### src/rtl/upd_pkg.sv
`default_nettype none

package upd_pkg;

    localparam logic [7:0] PERCENT_CHAR = 8'h25;
    localparam int         MAX_RESULTS  = 3;

    typedef struct packed {
        logic [7:0] in_byte;
        logic       in_last;
    } t_in_item;

    typedef struct packed {
        logic [7:0] out_byte;
        logic       out_last;
    } t_out_item;

    typedef enum logic [2:0] {
        PH_IDLE = 3'b001,
        PH_PCT  = 3'b010,
        PH_HEX  = 3'b100
    } t_phase;

    function automatic logic is_hex(input logic [7:0] c);
        return (c inside {[8'h30:8'h39], [8'h41:8'h46], [8'h61:8'h66]});
    endfunction

    function automatic logic [3:0] hex_value(input logic [7:0] c);
        logic [3:0] v;
        v = 4'h0;
        if (c inside {[8'h30:8'h39]}) begin
            v = c[3:0];
        end else if (c inside {[8'h41:8'h46], [8'h61:8'h66]}) begin
            v = c[3:0] + 4'd9;
        end
        return v;
    endfunction

endpackage

`default_nettype wire

### src/rtl/url_percent_decoder_core.sv
`default_nettype none

// channel | valid   | stall   | payload
// input   | i_valid | o_stall | i_item (t_in_item)
// output  | o_valid | i_stall | o_item (t_out_item)
//
// an item is registered on accept and decoded, once there is room, into 0 to 3 result
// items in a three-entry result buffer that drains one item per cycle while i_stall is
// low; so one item per cycle is sustained while each item yields at most one result;
// an item yielding more holds o_stall until its last result is being sent.
// reset (synchronous, active low) clears the valids, the phase and the held digit.

module url_percent_decoder_core
    import upd_pkg::*;
(
    input  wire        i_clk,
    input  wire        i_rst_n,
    input  wire        i_valid,
    output logic       o_stall,
    input  t_in_item   i_item,
    output logic       o_valid,
    input  wire        i_stall,
    output t_out_item  o_item
);

    logic       r_in_valid;
    t_in_item   r_in;
    t_phase     r_phase;
    logic [7:0] r_held;
    t_out_item  r_res [MAX_RESULTS];
    logic [1:0] r_cnt;

    t_phase     n_phase;
    logic [7:0] n_held;
    t_out_item  n_res [MAX_RESULTS];
    logic [1:0] n_cnt;

    logic       out_fire;
    logic       space;
    logic       consume;
    logic       in_fire;
    logic [7:0] b;

    assign out_fire = (r_cnt != 2'd0) && !i_stall;
    assign space    = (r_cnt == 2'd0) || ((r_cnt == 2'd1) && out_fire);
    assign consume  = r_in_valid && space;
    assign o_stall  = r_in_valid && !space;
    assign in_fire  = i_valid && !o_stall;
    assign o_valid  = (r_cnt != 2'd0);
    assign o_item   = r_res[0];
    assign b        = r_in.in_byte;

    always_comb begin
        n_phase = PH_IDLE;
        n_held  = r_held;
        n_cnt   = 2'd0;
        for (int k = 0; k < MAX_RESULTS; k++) begin
            n_res[k] = '0;
        end

        case (r_phase)
            PH_PCT: begin
                if (is_hex(b)) begin
                    n_held  = b;
                    n_phase = PH_HEX;
                end else begin
                    n_res[n_cnt] = '{out_byte: PERCENT_CHAR, out_last: 1'b0};
                    n_cnt = n_cnt + 2'd1;
                    if (b == PERCENT_CHAR) begin
                        n_phase = PH_PCT;
                    end else begin
                        n_res[n_cnt] = '{out_byte: b, out_last: 1'b0};
                        n_cnt = n_cnt + 2'd1;
                    end
                end
            end
            PH_HEX: begin
                if (is_hex(b)) begin
                    n_res[n_cnt] = '{out_byte: {hex_value(r_held), hex_value(b)},
                                     out_last: 1'b0};
                    n_cnt = n_cnt + 2'd1;
                end else begin
                    n_res[n_cnt] = '{out_byte: PERCENT_CHAR, out_last: 1'b0};
                    n_cnt = n_cnt + 2'd1;
                    n_res[n_cnt] = '{out_byte: r_held, out_last: 1'b0};
                    n_cnt = n_cnt + 2'd1;
                    if (b == PERCENT_CHAR) begin
                        n_phase = PH_PCT;
                    end else begin
                        n_res[n_cnt] = '{out_byte: b, out_last: 1'b0};
                        n_cnt = n_cnt + 2'd1;
                    end
                end
                n_held = 8'h00;
            end
            default: begin
                if (b == PERCENT_CHAR) begin
                    n_phase = PH_PCT;
                end else begin
                    n_res[n_cnt] = '{out_byte: b, out_last: 1'b0};
                    n_cnt = n_cnt + 2'd1;
                end
            end
        endcase

        if (r_in.in_last) begin
            if (n_phase == PH_PCT) begin
                n_res[n_cnt] = '{out_byte: PERCENT_CHAR, out_last: 1'b0};
                n_cnt = n_cnt + 2'd1;
            end else if (n_phase == PH_HEX) begin
                n_res[n_cnt] = '{out_byte: PERCENT_CHAR, out_last: 1'b0};
                n_cnt = n_cnt + 2'd1;
                n_res[n_cnt] = '{out_byte: n_held, out_last: 1'b0};
                n_cnt = n_cnt + 2'd1;
            end
            n_phase = PH_IDLE;
            n_held  = 8'h00;
            if (n_cnt != 2'd0) begin
                n_res[n_cnt - 2'd1].out_last = 1'b1;
            end
        end
    end

    always_ff @(posedge i_clk) begin
        if (!i_rst_n) begin
            r_in_valid <= 1'b0;
            r_phase    <= PH_IDLE;
            r_held     <= 8'h00;
            r_cnt      <= 2'd0;
        end else begin
            if (in_fire) begin
                r_in_valid <= 1'b1;
            end else if (consume) begin
                r_in_valid <= 1'b0;
            end
            if (consume) begin
                r_phase <= n_phase;
                r_held  <= n_held;
                r_cnt   <= n_cnt;
            end else if (out_fire) begin
                r_cnt <= r_cnt - 2'd1;
            end
        end
    end

    always_ff @(posedge i_clk) begin
        if (in_fire) begin
            r_in <= i_item;
        end
        if (consume) begin
            for (int k = 0; k < MAX_RESULTS; k++) begin
                r_res[k] <= n_res[k];
            end
        end else if (out_fire) begin
            for (int k = 0; k < MAX_RESULTS - 1; k++) begin
                r_res[k] <= r_res[k + 1];
            end
        end
    end

endmodule

`default_nettype wire

### config.mk
export PLATFORM = sky130hd
export DESIGN_NAME = url_percent_decoder_core
export DESIGN_NICKNAME = d
export VERILOG_FILES = /design/src/rtl/upd_pkg.sv /design/src/rtl/url_percent_decoder_core.sv
export SDC_FILE = /design/constraint.sdc
export NUM_CORES = 1
export LEC_CHECK = 0
export ABC_AREA = 1
export BUFFER_PORTS_ARGS = -buffer_cell sky130_fd_sc_hd__buf_2
export CORE_UTILIZATION = 44
export CTS_CLUSTER_DIAMETER = 150
export DETAILED_ROUTE_END_ITERATION = 12
export HOLD_SLACK_MARGIN = 0.12
export PLACE_DENSITY = 0.71
export SLEW_MARGIN = 0
export SYNTH_ARGS = -nofsm -noshare
export SYNTH_HDL_FRONTEND = slang
export SYNTH_SLANG_ARGS = --single-unit
export TNS_END_PERCENT = 30
### constraint.sdc
create_clock -name i_clk -period 6.7 [get_ports i_clk]
set_input_delay 0.335 -clock i_clk [delete_from_list [all_inputs] [get_ports i_clk]]
set_output_delay 0.335 -clock i_clk [all_outputs]
set_load 0.01 [all_outputs]
==> summary.md <==
| Metric | Value |
|---|---|
| Post-synth top area share | `32.6%` |
| Critical path's slowest cell | `o211ai_1` |
| Iteration-0 DRC Markers | `229` |
| Reg-to-reg startpoint | `b[1]$_DFFE_PP_` |
| Routed vias/inst | `5.35` |
| Initial Utilization | `45.7%` |
| Slew Limit Fails | `0` |
| Setup violators final | `0` |
| Crit path launch type | `flop` |
| First-pass GRT wire length | `14800 µm` |
| Worst hold-check path type | `in -> reg` |
| Clock Path Buffers | `2` |
| Area Overhead vs Synth | `6.34%` |
| Final HPWL DP | `6820 µm` |
| Layout cells sized above 1 | `14.9%` |
| Synthesized area | `3310 µm²` |
| DP Area | `3430 µm²` |
| Ports | `24` |
| Fin cells | `554` |
| Critical path's top delay family | `simple AND/OR/NAND/NOR gates` |
| Clock transition at the registers of the reported paths | `0.09 ns` |
| Core ar. | `7250 µm²` |
| Fin. Hold Viols | `0` |
| VDD IR max | `0.127 mV` |
| Detailed-route wire length | `9060 µm` |
| Post-layout net count | `481` |
| Most frequent CP cell | `inv_1` |
| Die ar. | `7880 µm²` |
| # rows | `31` |
| H-tree Lvls | `2` |
| Critical path arrival | `3.36 ns` |
| Seq cells post-synth | `50` |
| Largest net degree at the start of global routing | `28` |
| Status | `completed` |
| Setup bufs post-CTS | `0` |
| Port bufs | `23` |
| Sequential fraction of the synthesis area | `41.1%` |
| CP bufs+invs | `3` |
| Detail Route Antenna Nets | `0` |
| Clock sink count | `50` |
| # Max-Cap Violations | `0` |
| Most used DFF post-synth | `edfxtp_1` |
| Slew HR | `46.8%` |
| Syn nets | `470` |
| CTS root buf | `clkbuf_8` |
| # hold bufs at CTS | `0` |
| All-Layer GR Usage | `25.6%` |
| Die width | `88.8 µm` |
| Setup_tns | `0 ns` |
| CP endpoint kind | `flop` |
| Vias in the first global route | `2849` |
| Slew of the pin with the lowest slew margin | `0.795 ns` |
| Setup CP Type | `reg -> reg` |
| Worst Hold Launch | `i_item[2]` |
| Total power | `0.000859 W` |
| Avg Cell Area, Syn | `7.48 µm²` |
| Fmax | `300 MHz` |
| Fraction of the cycle the final worst path needs | `49.8%` |
| Routed vias | `2963` |
| Area contributors post-synth | `edfxtp_1 (33%), nand2_1 (16%), dfxtp_1 (8.5%)` |
| Drt wl/cell | `16.4 µm` |
| Clock skew | `0.00404 ns` |
| Cell count after synthesis | `443` |
| Max stage delay on crit path | `0.56 ns` |
| Drt pass-1 iters | `5` |
| GRT overflow | `0` |
| Asr flop ratio synth | `0%` |
| Placer Congestion | `0.938` |
| Synth Warn # | `0` |
| CTS tree | `built` |
| CP Data Required Time | `6.73 ns` |
| Die height | `88.8 µm` |
| Post-synth top area cell | `edfxtp_1` |
| Worst-path maximum fanout | `16` |
| Clk_lat worst skew | `0.30 ns` |
| Post-synth cell types | `35` |
| Number of synthesized flops with an enable pin | `36` |
| RSZ-0062 raised after global routing | `false` |
| Crit path launch | `b[1]$_DFFE_PP_` |
| TritonCTS buffer count | `5` |
| DRC violation count after routing | `0` |
| Post-Place Cells | `546` |
| Design Area, Final | `3520 µm²` |
| Diodes inserted | `0` |
| Cell chain of the critical path | `inv_1 > ha_1 > inv_1 > nor2_1 > nand2_1 > o211ai_1 > inv_1 > ha_1 > or2_2 > nand4_1 > nand4_1 > nand2_1 > nor2_1` |
| Post-CTS resize count | `0` |
| Leak Pwr | `1.63 nW` |
| Initial antenna violation count | `0` |
| Final min period | `3.33 ns` |
| Pwr dens | `244 nW/µm²` |
[synth_stat cells (2+ instances only)]
library cell and n:
nand2_1 142, nand2_2 7, clkbuf_1 3, or2_2 9
nand3_1 53, edfxtp_1 36, nand4_1 8, a21oi_1 16
nor3_1 2, inv_2 10, nor2_1 23, nor2_4 4
inv_1 46, nor2_2 2, buf_2 6, dfxtp_1 14
o21ai_1 9, ha_1 14, o211ai_1 4, xor2_1 2
o21ai_0 11, buf_4 9
[logic make-up (layout without fill, tap and decap cells)]
logic type / Yosys count / count (layout) / synth area share (%)
xor gates and xnor gates: 2 / 2 / 0.529
and+or+nand+nor: 253 / 253 / 34.6
buffers and inverters: 76 / 88 / 10.2
AOI/OAI and AO/OA: 48 / 48 / 8.31
adders and majority gates: 14 / 14 / 5.29
DFF: 50 / 50 / 41.1
[worst paths after layout]
| check | to | slack, ns | cells past startpoint |
|---|---|---|---|
| hold reg to reg | r_held[4]$_SDFFE_PN0P_ | 0.52 | 2 |
| setup / recovery | r_res[1][0]$_SDFFCE_PN0P_ | 3.37 | 13 |
| setup reg to reg | r_res[1][0]$_SDFFCE_PN0P_ | 3.37 | 13 |
| hold / removal | b[1]$_DFFE_PP_ | 0.20 | 1 |
[cell usage in the layout, fill, tap and decap left out]
cell type / synthesis / layout
nand2_1: 142 / 142
nand3_1: 53 / 53
inv_1: 46 / 46
edfxtp_1: 36 / 36
nor2_1: 23 / 23
buf_2: 6 / 23
a21oi_1: 16 / 16
ha_1: 14 / 14
dfxtp_1: 14 / 14
o21ai_0: 11 / 11
inv_2: 10 / 10
o21ai_1: 9 / 9
or2_2: 9 / 9
nand4_1: 8 / 8
nand2_2: 7 / 7
clkbuf_8: 0 / 6
nor2_4: 4 / 4
o211ai_1: 4 / 4
nor2_2: 2 / 2
nor3_1: 2 / 2
xor2_1: 2 / 2
a21oi_2: 1 / 1
nor3_4: 1 / 1
nand3_4: 1 / 1
inv_4: 1 / 1
nand2_4: 1 / 1
o2111ai_1: 1 / 1
a31oi_1: 1 / 1
o21ai_2: 1 / 1
o21bai_1: 1 / 1
o41ai_1: 1 / 1
o32ai_1: 1 / 1
a22oi_1: 1 / 1
clkinv_2: 0 / 1
clkbuf_1: 3 / 1
[worst reg2reg max path, delay by kind of cell, from the launching register on]
family	cells	cell delay (ns)
flops	1	0.53
fa+ha+maj	2	0.47
buf+inv	3	0.41
compound gates	1	0.56
simple gates	7	1.08
[report_power, final]
part | switching (W) | internal, W
sequential | 0.0000247 | 0.000414
clock | 0.000102 | 0.0000836
combinational | 0.000163 | 0.0000714
total | 0.000290 | 0.000569
[registers in the layout, indices dropped and copies added, names as in the netlist]
| signal | count |
|---|---|
| r_phase | 3 |
| r_in_valid | 1 |
| r_cnt | 2 |
| b | 8 |
| r_held | 8 |
| r_in | 1 |
| r_res | 27 |
[per-stage QoR]
stage | setup WS, ns | hold WS, ns | utilization, %
after floorplan | 4.20 | 0.434 | -
final | 3.37 | 0.202 | 48.6
after global placement | 3.51 | 0.497 | 47.3
after CTS | 3.40 | 0.194 | 48.6
after detailed placement | 3.44 | 0.502 | 47.3
after global routing | 3.13 | 0.180 | 48.6
[layer usage]
metal	share of wire (%)	GRT usage, %	vias up
li1	-	-	1460
met1	44	33.3	1358
met2	46	42.1	118
met3	6.5	4.10	27
met4	3.8	11.0	0
met5	0	0	-
[cell type report]
class / count / area [µm²]
clock buffers: 7 / 86.3
clock inverters: 1 / 5.00
fillers: 736 / 3730
inverters: 57 / 216
multi-input cells: 317 / 1620
flip-flops and latches: 50 / 1360
well taps: 99 / 124
repair buffers: 23 / 115
Note: power is estimated with default switching activity, not from simulation.
